$ cat src/rtl/core/eluga_pkg.sv
// ----------------------------------------------------------------------------
// ELU gradient accumulate: shared package
// Fixed-point formats, exponential constants, the reciprocal table used by the
// Horner steps and the sideband record that travels down the pipeline.
// ----------------------------------------------------------------------------
`default_nettype none

package eluga_pkg;

	// Value format: signed Q4.12 in 16 bits.
	localparam int VALUE_WIDTH = 16;
	localparam int FRAC_BITS   = 12;

	// Exponential internals are unsigned Q1.30.
	localparam int Q_BITS = 30;
	localparam logic [Q_BITS:0]   Q30_ONE   = 31'h4000_0000;
	localparam logic [Q_BITS:0]   LOG2E_Q30 = 31'd1549082005;
	localparam logic [Q_BITS-1:0] LN2_Q30   = 30'd744261118;

	// Shift of the reciprocal multiply that replaces the divide by k.
	localparam int RECIP_SHIFT = 33;

	// Number of Horner steps (terms up to v^6).
	localparam int HORNER_TERMS = 6;

	// ceil(2^33 / k); exact quotient for 31-bit dividends below 2^30.
	function automatic logic [33:0] recip_q33(input logic [2:0] k);
		logic [33:0] m;
		case (k)
			3'd1:    m = 34'h2_0000_0000;
			3'd2:    m = 34'h1_0000_0000;
			3'd3:    m = 34'd2863311531;
			3'd4:    m = 34'h0_8000_0000;
			3'd5:    m = 34'd1717986919;
			3'd6:    m = 34'd1431655766;
			default: m = 34'd0;
		endcase
		return m;
	endfunction

	// Fields that ride along with the exponential computation.
	typedef struct packed {
		logic signed [VALUE_WIDTH-1:0] grad;
		logic signed [VALUE_WIDTH-1:0] acc;
		logic                          last;
		logic                          act_pos;
		logic [5:0]                    n;
	} side_t;

endpackage

`default_nettype wire

$ cat src/rtl/core/eluga_horner_step.sv
// ----------------------------------------------------------------------------
// ELU gradient accumulate: one Horner step of exp(-v)
// Two register stages: t' = one - floor(v*t / (k * 2^30)), with the divide by
// the small constant k done by a reciprocal multiply.
// ----------------------------------------------------------------------------
`default_nettype none

module eluga_horner_step
	import eluga_pkg::*;
(
	input  wire logic              clk,
	input  wire logic              arst_n,
	input  wire logic [2:0]        divisor,
	input  wire logic              in_valid,
	output logic                   in_ready,
	input  wire logic [Q_BITS-1:0] v_in,
	input  wire logic [Q_BITS:0]   t_in,
	input  wire side_t             side_in,
	output logic                   out_valid,
	input  wire logic              out_ready,
	output logic [Q_BITS-1:0]      v_out,
	output logic [Q_BITS:0]        t_out,
	output side_t                  side_out
);

	logic                  vld_s1;
	logic                  vld_s2;
	logic                  rdy_s1;
	logic                  rdy_s2;
	logic [2*Q_BITS:0]     prod_s1;
	logic [Q_BITS-1:0]     v_s1;
	side_t                 side_s1;
	logic [Q_BITS-1:0]     v_s2;
	logic [Q_BITS:0]       t_s2;
	side_t                 side_s2;
	logic [Q_BITS:0]       hi;
	logic [64:0]           qmul;
	logic [Q_BITS:0]       quo;

	// A stage takes a new word when it is empty or its word moves on.
	assign rdy_s2   = !vld_s2 || out_ready;
	assign rdy_s1   = !vld_s1 || rdy_s2;
	assign in_ready = rdy_s1;

	// Quotient of the upper product bits by k.
	assign hi   = prod_s1[2*Q_BITS:Q_BITS];
	assign qmul = 65'(hi) * 65'(recip_q33(divisor));
	assign quo  = qmul[RECIP_SHIFT+Q_BITS:RECIP_SHIFT];

	// Valid bits.
	always_ff @(posedge clk or negedge arst_n) begin
		if (!arst_n) begin
			vld_s1 <= 1'b0;
			vld_s2 <= 1'b0;
		end else begin
			if (rdy_s1) begin
				vld_s1 <= in_valid;
			end
			if (rdy_s2) begin
				vld_s2 <= vld_s1;
			end
		end
	end

	// Stage 1: product v*t.
	always_ff @(posedge clk) begin
		if (rdy_s1 && in_valid) begin
			prod_s1 <= (2*Q_BITS+1)'(v_in) * (2*Q_BITS+1)'(t_in);
			v_s1    <= v_in;
			side_s1 <= side_in;
		end
	end

	// Stage 2: next Horner term.
	always_ff @(posedge clk) begin
		if (rdy_s2 && vld_s1) begin
			t_s2    <= Q30_ONE - quo;
			v_s2    <= v_s1;
			side_s2 <= side_s1;
		end
	end

	assign out_valid = vld_s2;
	assign v_out     = v_s2;
	assign t_out     = t_s2;
	assign side_out  = side_s2;

endmodule

`default_nettype wire

$ cat config.mk
export PLATFORM = sky130hd
export DESIGN_NAME = eluga_horner_step
export DESIGN_NICKNAME = d
export VERILOG_FILES = /design/src/rtl/core/eluga_pkg.sv /design/src/rtl/core/eluga_horner_step.sv
export SDC_FILE = /design/constraint.sdc
export NUM_CORES = 2
export LEC_CHECK = 0
export BUFFER_PORTS_ARGS = -buffer_cell sky130_fd_sc_hd__clkbuf_2
export CORE_ASPECT_RATIO = 0.9
export CORE_MARGIN = 10
export CORE_UTILIZATION = 43
export CTS_BUF_LIST = sky130_fd_sc_hd__clkbuf_16
export DETAILED_ROUTE_END_ITERATION = 8
export GPL_ROUTABILITY_DRIVEN = 0
export GPL_TIMING_DRIVEN = 0
export SLEW_MARGIN = 10
export SYNTH_ARGS = -nofsm -noshare
export SYNTH_HDL_FRONTEND = slang
export SYNTH_SLANG_ARGS = --single-unit
$ cat constraint.sdc
create_clock -name clk -period 10.71 [get_ports clk]
set_input_delay 0 -clock clk [delete_from_list [all_inputs] [get_ports clk]]
set_output_delay 0 -clock clk [all_outputs]
set_load 0.05 [all_outputs]
Word level (Yosys, flattened, before mapping) --
Cells that the tools add are included.
Word-level totals: flip-flop bits (word level) 234, input bits 108, output and inout port bits 103, word-level logic and storage cells 32
Cells by class: add/sub/neg operators 1, multipliers 2, eq/ne operators 6, multiplexer cells 1, reduce and logical (&&, ||, !) cells 6
Operator list (count):
- $pmux W34 S6 | 1
- $mul A31 B34 Y64 | 1
- $mul A30 B31 Y61 | 1
- $sub A31 B31 Y31 const A | 1
- $eq A3 B3 Y1 const B | 3
- $eq A3 B2 Y1 const B | 2
- $eq A3 B1 Y1 const B | 1
- $logic_and A1 B1 Y1 | 2
- $logic_not A1 Y1 | 2
- $logic_or A1 B1 Y1 | 2

Logic depth before layout (Yosys ltp) --
word-level depth 4, depth in mapped cells 46, gate-level depth less buffers 41

Worst setup path after synthesis --
No wires, ideal clock.
path kind input to register, start input port divisor[1], end register t_s2[30] (netlist: t_out[30]), data pin, arrival 9.780 ns, required time 10.449 ns, path slack 0.669 ns, stages 40, cell sequence or2b_1 a21oi_1 clkbuf_1 clkbuf_1 nand2_1 fa_1 inv_1 fa_1 fa_1 fa_1 inv_1 fa_1 inv_1 fa_1 fa_1 inv_1 fa_1 inv_1 [... 4 more ...] a31oi_1 a21oi_2 nor2_1 xnor2_1 inv_1 ha_1 inv_1 or4_1 o21ai_0 a21oi_1 o211a_1 nor4_2 nand4_1 and4b_1 buf_4 a31oi_1 nor4b_2 xnor2_1
Between the ends: word-level cells in the longest chain between the ends 4
RTL lines:
- from (decl) | line eluga_horner_step.sv:13 | input wire logic [2:0] divisor,
- $eq A3 B3 Y1 (tied with other cells) | line eluga_pkg.sv:29 | case (k)
- $pmux W34 S6 (*) | line eluga_pkg.sv:29
- $mul A31 B34 Y64 (*) | line eluga_horner_step.sv:47 | assign qmul = 65'(hi) * 65'(recip_q33(divisor));
- net qmul[33] | line eluga_horner_step.sv:37 | logic [64:0] qmul;
- $sub A31 B31 Y31 (*) | line eluga_horner_step.sv:77 | t_s2 <= Q30_ONE - quo;
- to (signal assigned) | line eluga_horner_step.sv:77
- to (decl) | line eluga_horner_step.sv:34 | logic [Q_BITS:0] t_s2;
Mark *: on every way through the listed nets, which the timed path passes. The rest lies on a longest branch. A chain may end at the register's enable or synchronous reset.

Worst setup path after layout --
start input port divisor[1], end register t_s2[30] (netlist: t_out[30]), data pin
Between the ends: word-level cells in the longest chain between the ends 4
RTL lines (line):
- $eq A3 B3 Y1 (tied with other cells) | eluga_pkg.sv:29
- $pmux W34 S6 (*) | eluga_pkg.sv:29
- $mul A31 B34 Y64 (*) | eluga_horner_step.sv:47
- $sub A31 B31 Y31 (*) | eluga_horner_step.sv:77
Every way passes the cells marked *; elsewhere a longest branch is shown, timed or not.

==> results.toml <==
[yosys]
synth_seq_area_share = 0.113
synthCells = 5527
dominantRegCellSynth = "edfxtp_1"
syn-num-nets = 7421
synthArstFlopShare = 0.00980
yosysWarnings = 0
synth_edf_count = 202
ys_ff_latch = 204
synth_area_sq_mm = 0.0543
syn_area_per_cell_sq_um = 9.83
yosysUniqueCellTypes = 89

[worst_hold_path]
hp-start = "side_in[1]"
worstHoldEndpoint = "side_s1[1]"
hold_path_class = "in -> reg"
holdPathStages = 2

[setup_path]
worstSetupPathType = "in -> reg"
slowest_stage = "fa_1"
reg2reg_depth = 37
crit-reg2reg-launch = "prod_s1[36]"
cp_max_fo = 10
timing.rr.end = "t_out[30]"
cp-start-kind = "input pin"
cp_slowest_stage_delay_ns = 0.64
endpoint_kind = "register"
cp.required_ns = 11.03
worst-endpoint-arrival_ns = 10.48
crit_top_cell = "fa_1"
r2r_slack_ns = 0.56

[route]
antenna_left = 0
topRoutingLayerUsed = "met5"
drtIter0Drc = 2963
dr_total_vias = 39037
wl_mm = 168
wl_per_cell_microns = 22.3
remaining_drc_errors = 0
drt-met1-wl_mm = 72.1
vias_per_cell = 5.18
wl_met2_mm = 72.0
met3_wirelength_mm = 20.0
first_pass_iters = 7

[sta]
rsz0062_at_grt = "false"
clock-skew-final_ns = 0.0632
worst_pin_slew_ns = 1.26
fin_crit_sh = 0.948
max_slew_margin = 0.163
finalHoldViolCount = 0
max_freq_mhz = 98.5
slew_viol_final = 0
fin_ws_ns = 0.555
setup_tns_ns = 0
min_period_ns = 10.16
setup_viol = 0

[placed_design]
port_buffers = 180
dpl_worst_slack_ns = -2.20
dp_hpwl_mm = 147

[floorplanning]
die_h_microns = 357
die_w_microns = 395
core_sq_mm = 0.125
start_util = 0.434
fp.dieArea_sq_mm = 0.141
fp-row-count = 123
io_pins = 211

[clock_network]
cts-root-buf = "clkbuf_16"
h-tree-depth = 1
clock_path_buffers = 3
numCtsBuffers = 27
clkLatencyLatePin_ns = 0.64
clk_pin_slew_ns = 0.06
clock-sinks = 204
tritoncts = "built"

[global_route]
track_usage = 0.238
grt_pass1_wl_mm = 257
grt_pass1_vias = 41773
gr-total-overflow = 0
antenna_found_initial = 7
grt_max_degree = 57

[final_layout]
fin_nets = 7722
area_growth_pct = 9.28
layout-drive-gt1-share = 0.0568

[run]
cap_violations = 0

[status]
status = "completed"
==> registers in the layout, indices dropped and copies added, names as in the netlist <==
name,cells
out_valid,1
v_out,30
prod_s1,31
t_out,31
v_s1,30
side_out,40
vld_s1,1
side_s1,40
==> worst max path at each step <==
stage | from | to | slack, ns | depth (start not counted)
after detailed placement | divisor[1] | t_out[30] | -2.20 | 40
after global placement | divisor[1] | t_out[30] | -2.05 | 40
after global routing | prod_s1[36] | t_out[30] | 0.08 | 37
after CTS | divisor[1] | t_out[30] | 0.06 | 41
final | divisor[1] | t_out[30] | 0.55 | 39
after floorplan | divisor[1] | t_out[30] | 0.67 | 40
==> worst max-delay path: cells and delay by family <==
family | cells | cell delay (ns)
and+or+nand+nor | 8 | 2.17
adders and majority gates | 10 | 4.79
buffers and inverters | 10 | 1.44
AOI/OAI and AO/OA | 8 | 1.39
xor gates and xnor gates | 3 | 0.68
==> layout by cell type (no fill, tap or decap), types with 8 or more instances in the layout <==
cell type,synthesis,layout
o21a_1,18,18
nor2_1,68,67
or2_2,12,12
o21ai_0,51,51
xor2_1,27,27
buf_4,3,20
clkbuf_16,0,27
a21o_1,45,45
o211ai_1,16,16
a21oi_1,94,93
nor3_1,25,24
clkbuf_2,0,186
fa_1,1287,1280
nand2b_1,12,12
nand2_1,915,915
dlygate4sd3_1,0,75
ha_1,499,497
edfxtp_1,202,202
nand4_1,22,22
clkbuf_1,220,205
a211oi_1,12,12
nand3_1,23,23
and3_1,39,38
xnor2_1,60,59
o2111ai_1,8,8
inv_1,1383,1386
a31oi_1,13,13
and2_1,321,318
nor2b_1,9,9
==> metal layers <==
layer	GRT usage	vias up
met5	0	-
met4	0.0519	6
met3	0.0729	179
met2	0.356	1707
met1	0.340	20072
li1	-	17073
==> Yosys cell counts (4+ instances only) <==
| cell type | instances | area share |
|---|---|---|
| inv_1 | 1383 | 0.096 |
| fa_1 | 1287 | 0.47 |
| nand2_1 | 915 | 0.063 |
| ha_1 | 499 | 0.11 |
| and2_1 | 321 | 0.037 |
| clkbuf_1 | 220 | 0.015 |
| edfxtp_1 | 202 | 0.11 |
| a21oi_1 | 94 | 0.0087 |
| nor2_1 | 68 | 0.0047 |
| xnor2_1 | 60 | 0.0097 |
| o21ai_0 | 51 | 0.0047 |
| a21o_1 | 45 | 0.0062 |
| and3_1 | 39 | 0.0045 |
| xor2_1 | 27 | 0.0044 |
| nor3_1 | 25 | 0.0023 |
| nand3_1 | 23 | 0.0021 |
| nand4_1 | 22 | 0.0025 |
| o21a_1 | 18 | 0.0025 |
| o211ai_1 | 16 | 0.0022 |
| a31oi_1 | 13 | 0.0015 |
| a211oi_1 | 12 | 0.0017 |
| nand2b_1 | 12 | 0.0014 |
| or2_2 | 12 | 0.0014 |
| nor2b_1 | 9 | 0.0010 |
| nor4_1 | 8 | 0.00092 |
| o2111ai_1 | 8 | 0.0013 |
| a21oi_2 | 6 | 0.00097 |
| nand3b_1 | 6 | 0.00083 |
| o211a_1 | 6 | 0.0011 |
| a211o_1 | 5 | 0.00081 |
| o21ai_1 | 5 | 0.00046 |
| o21bai_1 | 5 | 0.00069 |
| or3_1 | 5 | 0.00058 |
| a21boi_0 | 4 | 0.00055 |
| a2bb2oi_1 | 4 | 0.00064 |
| and4_1 | 4 | 0.00064 |
| o311ai_0 | 4 | 0.00064 |
==> metrics by stage <==
| stage | std cells | area [sq um] | util | hold slack [ns] |
|---|---|---|---|---|
| final | 7543 | 59400 | 0.474 | 0.134 |
| after global routing | 7537 | 59400 | 0.474 | 0.115 |
| after CTS | 7524 | 59200 | 0.472 | 0.0867 |
| after detailed placement | 7398 | 57500 | 0.459 | -0.209 |
| after global placement | 7394 | 57300 | 0.458 | -0.214 |
| after floorplan | 5527 | 54300 | - | -0.296 |
==> cells by family (layout without fill, tap and decap cells) <==
group | after synthesis | after routing | synth area share
AOI/OAI and AO/OA | 337 | 337 | 0.0427
xor gates and xnor gates | 88 | 88 | 0.0143
adders and majority gates | 1786 | 1786 | 0.589
buffers and inverters | 1611 | 1933 | 0.112
DFF | 204 | 204 | 0.113
muxes | 6 | 6 | 0.00117
other | 0 | 7 | 0
and+or+nand+nor | 1495 | 1495 | 0.128
==> repair_timing <==
item | 4_1_cts | 5_1_grt
endpoints found under the setup margin | 18 | 7
pin swaps | 5 | 10
hold buffers | 75 | 0
setup buffers | 3 | 13
cloned | 0 | 0
gates resized for setup | 21 | 32
hold endpoints to repair | 79 | 0
==> area by class of cell <==
| class | instances | area, sq um |
|---|---|---|
| antenna | 7 | 17.5 |
| buffer | 225 | 905 |
| clock buffer | 27 | 676 |
| clock inverter | 23 | 219 |
| fill | 11981 | 65900 |
| inverter | 1383 | 5190 |
| multi-input combinational | 3712 | 42300 |
| sequential | 204 | 6120 |
| tap | 1687 | 2110 |
| timing repair buffer | 275 | 1880 |
Power is not shown: default switching activity piles up to over one toggle a cycle in this logic, so the estimate is an artifact.
